**src/hdl/cpot_pkg.sv**
```systemverilog
// ----------------------------------------------------------------------------
// cpot_pkg
// Shared item types, sequencer states and control structs for the convex
// polygon overlap test.
// ----------------------------------------------------------------------------
package cpot_pkg;

  // Width of each coordinate field as it arrives on the input channel.
  localparam int VERTEX_FIELD_W = 16;

  typedef struct packed {
    logic                             polygon_select;
    logic signed [VERTEX_FIELD_W-1:0] vertex_x;
    logic signed [VERTEX_FIELD_W-1:0] vertex_y;
    logic                             end_of_pair;
  } in_item_t;

  typedef struct packed {
    logic collide;
    logic load_error;
  } out_item_t;

  typedef enum logic [2:0] {
    S_LOAD,
    S_EDGE_A,
    S_EDGE_B,
    S_EDGE_C,
    S_PROJ,
    S_DRAIN,
    S_FINISH
  } state_t;

  // Sequencer to projection unit.
  typedef struct packed {
    logic side;       // polygon whose edge gives the current axis
    logic cap_vi;     // capture the edge start vertex from the read data
    logic load_axis;  // form the edge normal from the edge end vertex
    logic issue;      // a projection read was issued this cycle
    logic in_first;   // the issued index holds a vertex of the first polygon
    logic in_second;  // the issued index holds a vertex of the second polygon
    logic first_idx;  // the issued index is zero, so it opens the interval
  } proj_ctrl_t;

  // Projection unit back to the sequencer.
  typedef struct packed {
    logic busy;  // projections still in flight
    logic gap;   // the two intervals on the current axis are disjoint
  } proj_stat_t;

endpackage

```
**src/hdl/cpot_ram.sv**
```systemverilog
// ----------------------------------------------------------------------------
// cpot_ram
// Generic simple dual-port RAM with one write port and a registered read.
// ----------------------------------------------------------------------------
module cpot_ram #(
  parameter int WIDTH = 32,
  parameter int DEPTH = 8,
  localparam int AW = (DEPTH > 1) ? $clog2(DEPTH) : 1
) (
  input  logic             clk,
  input  logic             we,
  input  logic [AW-1:0]    waddr,
  input  logic [WIDTH-1:0] wdata,
  input  logic [AW-1:0]    raddr,
  output logic [WIDTH-1:0] rdata
);

  logic [WIDTH-1:0] mem [DEPTH];

  always_ff @(posedge clk) begin
    if (we) begin
      mem[waddr] <= wdata;
    end
    rdata <= mem[raddr];
  end

endmodule

```
**src/hdl/cpot_proj.sv**
```systemverilog
// ----------------------------------------------------------------------------
// cpot_proj
// Axis formation and projection pipeline: multiply, sum, then min/max.
// ----------------------------------------------------------------------------
module cpot_proj #(
  parameter int COORD_BITS = 16
) (
  input  logic                      clk,
  input  logic                      rst_n,
  input  cpot_pkg::proj_ctrl_t      ctrl,
  input  logic [2*COORD_BITS-1:0]   rdata_first,
  input  logic [2*COORD_BITS-1:0]   rdata_second,
  output cpot_pkg::proj_stat_t      stat
);
  import cpot_pkg::*;

  localparam int CW  = COORD_BITS;
  localparam int AXW = CW + 1;
  localparam int PW  = CW + AXW;
  localparam int DW  = PW + 1;
  localparam int VW  = 2 * CW;

  logic [VW-1:0]         ev;
  logic signed [CW-1:0]  ev_x, ev_y;
  logic signed [CW-1:0]  x1, y1, x2, y2;

  logic signed [CW-1:0]  vi_x_r, vi_y_r;
  logic signed [AXW-1:0] ax_r, ay_r;

  logic s1_v_r, s1_in1_r, s1_in2_r, s1_first_r;
  logic s2_v_r, s2_in1_r, s2_in2_r, s2_first_r;

  logic signed [PW-1:0]  m1x_r, m1y_r, m2x_r, m2y_r;
  logic signed [DW-1:0]  d1, d2;
  logic signed [DW-1:0]  lo1_r, hi1_r, lo2_r, hi2_r;

  assign ev   = ctrl.side ? rdata_second : rdata_first;
  assign ev_x = signed'(ev[CW-1:0]);
  assign ev_y = signed'(ev[VW-1:CW]);

  assign x1 = signed'(rdata_first[CW-1:0]);
  assign y1 = signed'(rdata_first[VW-1:CW]);
  assign x2 = signed'(rdata_second[CW-1:0]);
  assign y2 = signed'(rdata_second[VW-1:CW]);

  assign d1 = DW'(m1x_r) + DW'(m1y_r);
  assign d2 = DW'(m2x_r) + DW'(m2y_r);

  // Pipeline valids.
  always_ff @(posedge clk) begin
    if (!rst_n) begin
      s1_v_r <= 1'b0;
      s2_v_r <= 1'b0;
    end else begin
      s1_v_r <= ctrl.issue;
      s2_v_r <= s1_v_r;
    end
  end

  always_ff @(posedge clk) begin
    if (ctrl.cap_vi) begin
      vi_x_r <= ev_x;
      vi_y_r <= ev_y;
    end
    // The normal of edge (vi -> vj) is (-(yj - yi), xj - xi).
    if (ctrl.load_axis) begin
      ax_r <= AXW'(vi_y_r) - AXW'(ev_y);
      ay_r <= AXW'(ev_x) - AXW'(vi_x_r);
    end

    s1_in1_r   <= ctrl.in_first;
    s1_in2_r   <= ctrl.in_second;
    s1_first_r <= ctrl.first_idx;

    s2_in1_r   <= s1_in1_r;
    s2_in2_r   <= s1_in2_r;
    s2_first_r <= s1_first_r;

    if (s1_v_r) begin
      m1x_r <= PW'(x1) * PW'(ax_r);
      m1y_r <= PW'(y1) * PW'(ay_r);
      m2x_r <= PW'(x2) * PW'(ax_r);
      m2y_r <= PW'(y2) * PW'(ay_r);
    end

    if (s2_v_r && s2_in1_r) begin
      if (s2_first_r || (d1 < lo1_r)) begin
        lo1_r <= d1;
      end
      if (s2_first_r || (d1 > hi1_r)) begin
        hi1_r <= d1;
      end
    end
    if (s2_v_r && s2_in2_r) begin
      if (s2_first_r || (d2 < lo2_r)) begin
        lo2_r <= d2;
      end
      if (s2_first_r || (d2 > hi2_r)) begin
        hi2_r <= d2;
      end
    end
  end

  assign stat.busy = s1_v_r || s2_v_r;
  assign stat.gap  = (hi1_r < lo2_r) || (hi2_r < lo1_r);

endmodule

```
**src/hdl/convex_polygon_overlap_test_core.sv**
```systemverilog
// ----------------------------------------------------------------------------
// convex_polygon_overlap_test_core
// Separating axis overlap test for two convex polygons held in vertex RAMs.
//
//   Channel | Direction | Handshake          | Payload
//   in_     | input     | in_valid/in_stall  | cpot_pkg::in_item_t (one vertex)
//   out_    | output    | out_valid/out_stall| cpot_pkg::out_item_t (one result)
//
// A vertex item without end_of_pair is written to its RAM and the block stays
// ready for the next. The item that ends the pair runs the test, or on a load
// error skips it, and S_FINISH hands the result over. On each of up to n1 + n2
// axes, S_EDGE_A to S_EDGE_C fetch the edge, S_PROJ reads once per vertex index
// up to max(n1, n2) and S_DRAIN drains the multiply-sum pipeline and compares.
// The single read port of each vertex RAM sets the pace of the projections.
// Reset clears the counts, the sequencer and the output valid; the RAMs are
// not cleared. A stalled result holds while further vertices are loaded.
// ----------------------------------------------------------------------------
module convex_polygon_overlap_test_core #(
  parameter int MAX_CORNERS = 8,
  parameter int COORD_BITS  = 16
) (
  input  logic                 clk,
  input  logic                 rst_n,
  input  logic                 in_valid,
  output logic                 in_stall,
  input  cpot_pkg::in_item_t   in_data,
  output logic                 out_valid,
  input  logic                 out_stall,
  output cpot_pkg::out_item_t  out_data
);
  import cpot_pkg::*;

  localparam int IW  = $clog2(MAX_CORNERS);
  localparam int CNW = $clog2(MAX_CORNERS + 1);
  localparam int CW  = COORD_BITS;
  localparam int VW  = 2 * CW;

  // Sequencer and load state.
  state_t          state_r, state_nxt;
  logic [CNW-1:0]  cnt1_r, cnt1_nxt;
  logic [CNW-1:0]  cnt2_r, cnt2_nxt;
  logic            ovf_r, ovf_nxt;
  logic            side_r, side_nxt;
  logic [IW-1:0]   edge_r, edge_nxt;
  logic [IW-1:0]   k_r, k_nxt;
  out_item_t       res_r, res_nxt;
  logic            out_valid_r, out_valid_nxt;
  out_item_t       out_data_r, out_data_nxt;

  // Load path.
  logic            acc;
  logic            full1, full2;
  logic            we1, we2;
  logic [CNW-1:0]  cnt1_ld, cnt2_ld;
  logic            ovf_ld;
  logic            load_err;
  logic [CW-1:0]   x_c, y_c;
  logic [VW-1:0]   wdata;
  logic [IW-1:0]   waddr1, waddr2;

  // Test path.
  logic [CNW-1:0]  ne, kmax;
  logic            last_edge, last_k;
  logic [IW-1:0]   j_idx, raddr;
  logic [VW-1:0]   rdata1, rdata2;
  logic            out_free;
  proj_ctrl_t      ctrl;
  proj_stat_t      stat;

  // --------------------------------------------------------------------------
  // Loading. Coordinates are brought to COORD_BITS by sign extension or by
  // dropping upper bits. A vertex beyond capacity is dropped and flagged.
  // --------------------------------------------------------------------------
  assign acc   = in_valid && !in_stall;
  assign full1 = (cnt1_r == CNW'(MAX_CORNERS));
  assign full2 = (cnt2_r == CNW'(MAX_CORNERS));
  assign we1   = acc && !in_data.polygon_select && !full1;
  assign we2   = acc && in_data.polygon_select && !full2;
  assign x_c   = CW'(in_data.vertex_x);
  assign y_c   = CW'(in_data.vertex_y);
  assign wdata = {y_c, x_c};
  assign waddr1 = cnt1_r[IW-1:0];
  assign waddr2 = cnt2_r[IW-1:0];

  // Counts and overflow as they stand once the accepted vertex is taken in.
  assign cnt1_ld  = we1 ? cnt1_r + CNW'(1) : cnt1_r;
  assign cnt2_ld  = we2 ? cnt2_r + CNW'(1) : cnt2_r;
  assign ovf_ld   = ovf_r || (acc && (in_data.polygon_select ? full2 : full1));
  assign load_err = ovf_ld || (cnt1_ld == '0) || (cnt2_ld == '0);

  // --------------------------------------------------------------------------
  // Axis and projection indexing. The edge from the last vertex wraps to the
  // first. Projection runs over the longer polygon; the shorter one's
  // indices past its count are masked out in the projection unit.
  // --------------------------------------------------------------------------
  assign ne        = side_r ? cnt2_r : cnt1_r;
  assign kmax      = (cnt1_r > cnt2_r) ? cnt1_r : cnt2_r;
  assign last_edge = ((CNW'(edge_r) + CNW'(1)) == ne);
  assign last_k    = ((CNW'(k_r) + CNW'(1)) == kmax);
  assign j_idx     = last_edge ? '0 : edge_r + IW'(1);

  always_comb begin
    case (state_r)
      S_EDGE_A: raddr = edge_r;
      S_EDGE_B: raddr = j_idx;
      default:  raddr = k_r;
    endcase
  end

  assign out_free = !out_valid_r || !out_stall;

  cpot_ram #(
    .WIDTH (VW),
    .DEPTH (MAX_CORNERS)
  ) u_ram_first (
    .clk   (clk),
    .we    (we1),
    .waddr (waddr1),
    .wdata (wdata),
    .raddr (raddr),
    .rdata (rdata1)
  );

  cpot_ram #(
    .WIDTH (VW),
    .DEPTH (MAX_CORNERS)
  ) u_ram_second (
    .clk   (clk),
    .we    (we2),
    .waddr (waddr2),
    .wdata (wdata),
    .raddr (raddr),
    .rdata (rdata2)
  );

  cpot_proj #(
    .COORD_BITS (COORD_BITS)
  ) u_proj (
    .clk          (clk),
    .rst_n        (rst_n),
    .ctrl         (ctrl),
    .rdata_first  (rdata1),
    .rdata_second (rdata2),
    .stat         (stat)
  );

  // --------------------------------------------------------------------------
  // Next state. The test stops at the first axis that shows a gap.
  // --------------------------------------------------------------------------
  always_comb begin
    state_nxt = state_r;
    case (state_r)
      S_LOAD: begin
        if (acc && in_data.end_of_pair) begin
          state_nxt = load_err ? S_FINISH : S_EDGE_A;
        end
      end
      S_EDGE_A: state_nxt = S_EDGE_B;
      S_EDGE_B: state_nxt = S_EDGE_C;
      S_EDGE_C: state_nxt = S_PROJ;
      S_PROJ: begin
        if (last_k) begin
          state_nxt = S_DRAIN;
        end
      end
      S_DRAIN: begin
        if (!stat.busy) begin
          if (stat.gap || (last_edge && side_r)) begin
            state_nxt = S_FINISH;
          end else begin
            state_nxt = S_EDGE_A;
          end
        end
      end
      S_FINISH: begin
        if (out_free) begin
          state_nxt = S_LOAD;
        end
      end
      default: state_nxt = S_LOAD;
    endcase
  end

  // --------------------------------------------------------------------------
  // Outputs of the sequencer: counters, projection control and the result.
  // --------------------------------------------------------------------------
  always_comb begin
    cnt1_nxt      = cnt1_r;
    cnt2_nxt      = cnt2_r;
    ovf_nxt       = ovf_r;
    side_nxt      = side_r;
    edge_nxt      = edge_r;
    k_nxt         = k_r;
    res_nxt       = res_r;
    out_valid_nxt = out_valid_r;
    out_data_nxt  = out_data_r;

    ctrl           = '0;
    ctrl.side      = side_r;
    ctrl.in_first  = (CNW'(k_r) < cnt1_r);
    ctrl.in_second = (CNW'(k_r) < cnt2_r);
    ctrl.first_idx = (k_r == '0);

    if (out_valid_r && !out_stall) begin
      out_valid_nxt = 1'b0;
    end

    case (state_r)
      S_LOAD: begin
        cnt1_nxt = cnt1_ld;
        cnt2_nxt = cnt2_ld;
        ovf_nxt  = ovf_ld;
        side_nxt = 1'b0;
        edge_nxt = '0;
        k_nxt    = '0;
        if (acc && in_data.end_of_pair) begin
          res_nxt.collide    = 1'b0;
          res_nxt.load_error = load_err;
        end
      end
      S_EDGE_A: begin
        k_nxt = '0;
      end
      S_EDGE_B: begin
        ctrl.cap_vi = 1'b1;
      end
      S_EDGE_C: begin
        ctrl.load_axis = 1'b1;
      end
      S_PROJ: begin
        ctrl.issue = 1'b1;
        if (!last_k) begin
          k_nxt = k_r + IW'(1);
        end
      end
      S_DRAIN: begin
        if (!stat.busy) begin
          if (stat.gap) begin
            res_nxt.collide    = 1'b0;
            res_nxt.load_error = 1'b0;
          end else if (last_edge) begin
            if (side_r) begin
              res_nxt.collide    = 1'b1;
              res_nxt.load_error = 1'b0;
            end else begin
              side_nxt = 1'b1;
              edge_nxt = '0;
            end
          end else begin
            edge_nxt = edge_r + IW'(1);
          end
        end
      end
      S_FINISH: begin
        if (out_free) begin
          out_valid_nxt = 1'b1;
          out_data_nxt  = res_r;
          cnt1_nxt      = '0;
          cnt2_nxt      = '0;
          ovf_nxt       = 1'b0;
        end
      end
      default: begin
        cnt1_nxt = '0;
        cnt2_nxt = '0;
        ovf_nxt  = 1'b0;
      end
    endcase
  end

  // Control registers.
  always_ff @(posedge clk) begin
    if (!rst_n) begin
      state_r     <= S_LOAD;
      cnt1_r      <= '0;
      cnt2_r      <= '0;
      ovf_r       <= 1'b0;
      side_r      <= 1'b0;
      edge_r      <= '0;
      k_r         <= '0;
      out_valid_r <= 1'b0;
    end else begin
      state_r     <= state_nxt;
      cnt1_r      <= cnt1_nxt;
      cnt2_r      <= cnt2_nxt;
      ovf_r       <= ovf_nxt;
      side_r      <= side_nxt;
      edge_r      <= edge_nxt;
      k_r         <= k_nxt;
      out_valid_r <= out_valid_nxt;
    end
  end

  // Payload registers.
  always_ff @(posedge clk) begin
    res_r      <= res_nxt;
    out_data_r <= out_data_nxt;
  end

  // Vertices are taken only while the sequencer is waiting for load items.
  assign in_stall  = (state_r != S_LOAD);
  assign out_valid = out_valid_r;
  assign out_data  = out_data_r;

endmodule

```
**config.mk**
```make
export PLATFORM = sky130hd
export DESIGN_NAME = convex_polygon_overlap_test_core
export DESIGN_NICKNAME = d
export VERILOG_FILES = /design/src/hdl/cpot_pkg.sv /design/src/hdl/cpot_ram.sv /design/src/hdl/cpot_proj.sv /design/src/hdl/convex_polygon_overlap_test_core.sv
export SDC_FILE = /design/constraint.sdc
export NUM_CORES = 2
export LEC_CHECK = 0
export BUFFER_PORTS_ARGS = -buffer_cell sky130_fd_sc_hd__buf_2
export CORE_MARGIN = 4
export CORE_UTILIZATION = 25
export DETAILED_ROUTE_END_ITERATION = 8
export PLACE_DENSITY = 0.48
export SLEW_MARGIN = 30
export SYNTH_ARGS = -nofsm -noshare
export SYNTH_HDL_FRONTEND = slang
export SYNTH_SLANG_ARGS = --single-unit
```
**constraint.sdc**
```tcl
create_clock -name clk -period 17.55 [get_ports clk]
set_input_delay 1.755 -clock clk [delete_from_list [all_inputs] [get_ports clk]]
set_output_delay 1.755 -clock clk [all_outputs]
set_load 0.05 [all_outputs]
```
==> out/results.ini <==
[clock_network]
cts.clk_slew.worst_paths_ps=70
cts_resized=0
cts_hold_buf=0
clock-sinks=942
ctsHtreeMaxLevel=3
cts_setup_buffers=0
clk_latency_ps=780
clockRootBuffer=clkbuf_16
clk_path_buf_depth=3
numCtsBuffers=106
cts_tree=done

[die]
boundaryPins=42
die-height_um=586.0
core_area_um2=331600
die_w_um=586.0
die_area_um2=343400
rows=211
start_util_pct=25.19

[finish]
drive_gt1_share_pct=6.561
nNetsFinal=9175
areaGrowthSynthToFinish_pct=10.98
fin_area_um2=92680

[place]
gp_congestion=0.8628
hpwl_um=171200
port_buffers=41
dp_slack_ps=10150
place_area_um2=89070

[timing]
period_share_pct=42.31
hold_viol=0
rsz0062_at_grt=false
slew-limit-headroom_pct=32.37
tns_ps=0
tightestPinTransition_ps=1014
skew_ps=85.46
fmax_mhz=134.7
fin_ws_ps=10130
setup_viol=0
fin_crit_ps=7425
slew_viol_final=0

[logic_synthesis]
syn_area_per_cell_um2=11.31
synth_edf_count=850
synth_area_leaders=edfxtp_1, fa_1, ha_1
netlist_area_um2=83510
yosysTopAreaCell=edfxtp_1
ys_seq_area_share_pct=32.77
synth_nets=9176
yosysWarnings=0
synth_cell_types=84
ys_ff_latch=942
synth_top_area_share_pct=30.56
netlist_instances=7381
postSynth.asyncResetShare_pct=0
yosys-top-cells-count=inv_1, fa_1, edfxtp_1
synth-main-ff-cell=edfxtp_1
yosysMostFrequentCell=inv_1

[detailed_routing]
drtIter0Drc=3200
vias_per_cell=4.431
drc_errors=0
num_vias=52500
ant_nets=0
first_pass_iters=7
drt-total-wl_um=229400
wire_per_inst_um=19.36

[global_routing]
grt_overflow_total=0
grt_pass1_vias=56180
grt.total_usage_pct=13.55
grt_max_degree=133
antenna_found_initial=29
grt_pass1_wl_um=353500

[critical_path]
cp_max_fo=18
cpMaxStageDelayCell=dfxtp_1
cp.required_ps=18070
critPathLaunchType=flip-flop
cp-end-kind=flip-flop
worstPathCellList=and2_1 -> fa_1 -> inv_1 -> fa_1 -> fa_1 -> fa_1 -> inv_1 -> fa_1 -> fa_1 -> ha_1 -> a21o_1 -> a21o_1 -> a21oi_1 -> o21ai_0 -> a31oi_1 -> a2111oi_0 -> buf_4 -> o21a_1 -> o41a_1 -> a221oi_1 -> xnor2_1
slowest_delay_ps=880
cp_common_cell=fa_1
worstRegToRegCells=21
arrival_ps=7940
timing.rr.start=u_ram_second.rdata[21]
worstSetupStartpoint=u_ram_second.rdata[21]
r2r-end=u_proj.m2y_r[32]
path_class=flip-flop to flip-flop
r2r_slack_ps=10130

[status]
status=completed

[run]
drv_cap=0

[worst_hold_path]
hold_depth=0
hold_end=u_proj.s2_first_r
min-delay-start=u_proj.s1_first_r
hp-class=flip-flop to flip-flop

[layout by cell type (no fill, tap or decap), types with 59 or more instances in the layout]
cell       Yosys  final
inv_1       1438   1437
fa_1        1108   1108
edfxtp_1     850    850
ha_1         649    649
nand2_1      620    620
and2_1       534    533
nor2_1       267    257
a21oi_1      209    208
xnor2_1      178    178
mux2i_1      156    156
a21o_1       147    147
o21ai_0      131    130
clkbuf_16      0    107
buf_4          5    102
dfxtp_1       92     86
mux4_2        64     64
xor2_1        59     59
[final cells by class]
cell class | instances | area [um2]
Fill cell | 34460 | 238900
Multi-Input combinational cell | 4738 | 49770
Sequential cell | 942 | 27380
Tap cell | 4366 | 5463
Inverter | 1441 | 5409
Clock buffer | 125 | 2795
Timing Repair Buffer | 151 | 1100
Clock inverter | 71 | 735.7
Antenna cell | 14 | 35.03
[flip-flops by register name, summed over array words and instances, names as in the netlist, 3 cells and up]
signal              flops
u_ram_first.mem       256
u_ram_second.mem      256
u_proj.m1x_r           33
u_ram_second.rdata     32
u_proj.m2y_r           33
u_proj.vi_x_r          16
u_proj.lo2_r           34
u_proj.ay_r            17
u_proj.m2x_r           33
cnt1_r                  4
u_proj.ax_r            17
u_proj.vi_y_r          16
u_proj.hi1_r           34
u_proj.hi2_r           34
u_proj.m1y_r           33
u_ram_first.rdata      32
edge_r                  3
u_proj.lo1_r           34
k_r                     3
cnt2_r                  4
state_r                 3
[through the flow]
step | hold slack [ps] | cells | utilization (%)
after floorplan | 309.6 | 7381 | -
after global placement | 320.0 | 11630 | 26.83
after detailed placement | 324.7 | 11640 | 26.86
after CTS | 342.0 | 11830 | 27.93
after global routing | 348.6 | 11840 | 27.94
final | 340.7 | 11850 | 27.95
[worst max-delay path by stage]
stage               slack, ps  cells after the start                to
finish                  10130                     21  u_proj.m2y_r[32]
global route             9720                     22  u_proj.m1x_r[31]
CTS                     10130                     20  u_proj.m2y_r[32]
detailed placement      10150                     20  u_proj.m2y_r[32]
global placement        10260                     20  u_proj.m2y_r[32]
floorplan               10730                     20   u_proj.hi2_r[0]
[logic make-up after synthesis]
family | count (synthesis) | share of synthesized area [%]
mux | 234 | 3.785
compound gates | 800 | 6.730
flops | 942 | 32.77
buf+inv | 1701 | 7.857
xor+xnor | 237 | 2.486
fa+ha+maj | 1757 | 36.28
simple gates | 1710 | 10.09
[worst max-delay path: cells and delay by family (launching register included)]
kind | cells | cell delay (ps)
simple gates | 1 | 260
flops | 1 | 880
compound gates | 9 | 2370
xor+xnor | 1 | 100
buf+inv | 3 | 350
fa+ha+maj | 7 | 3180
[per-layer routing]
metal	wire length (um)	vias up	GRT usage, %
met4	5781	10	3.315
met2	109900	1022	22.79
li1	-	23930	-
met1	103300	27290	18.37
met3	10400	244	1.883
met5	60	-	0
Power is left out: the tool's default activity adds up to more than one toggle a clock period on the data nets, which glitch-free logic cannot reach.
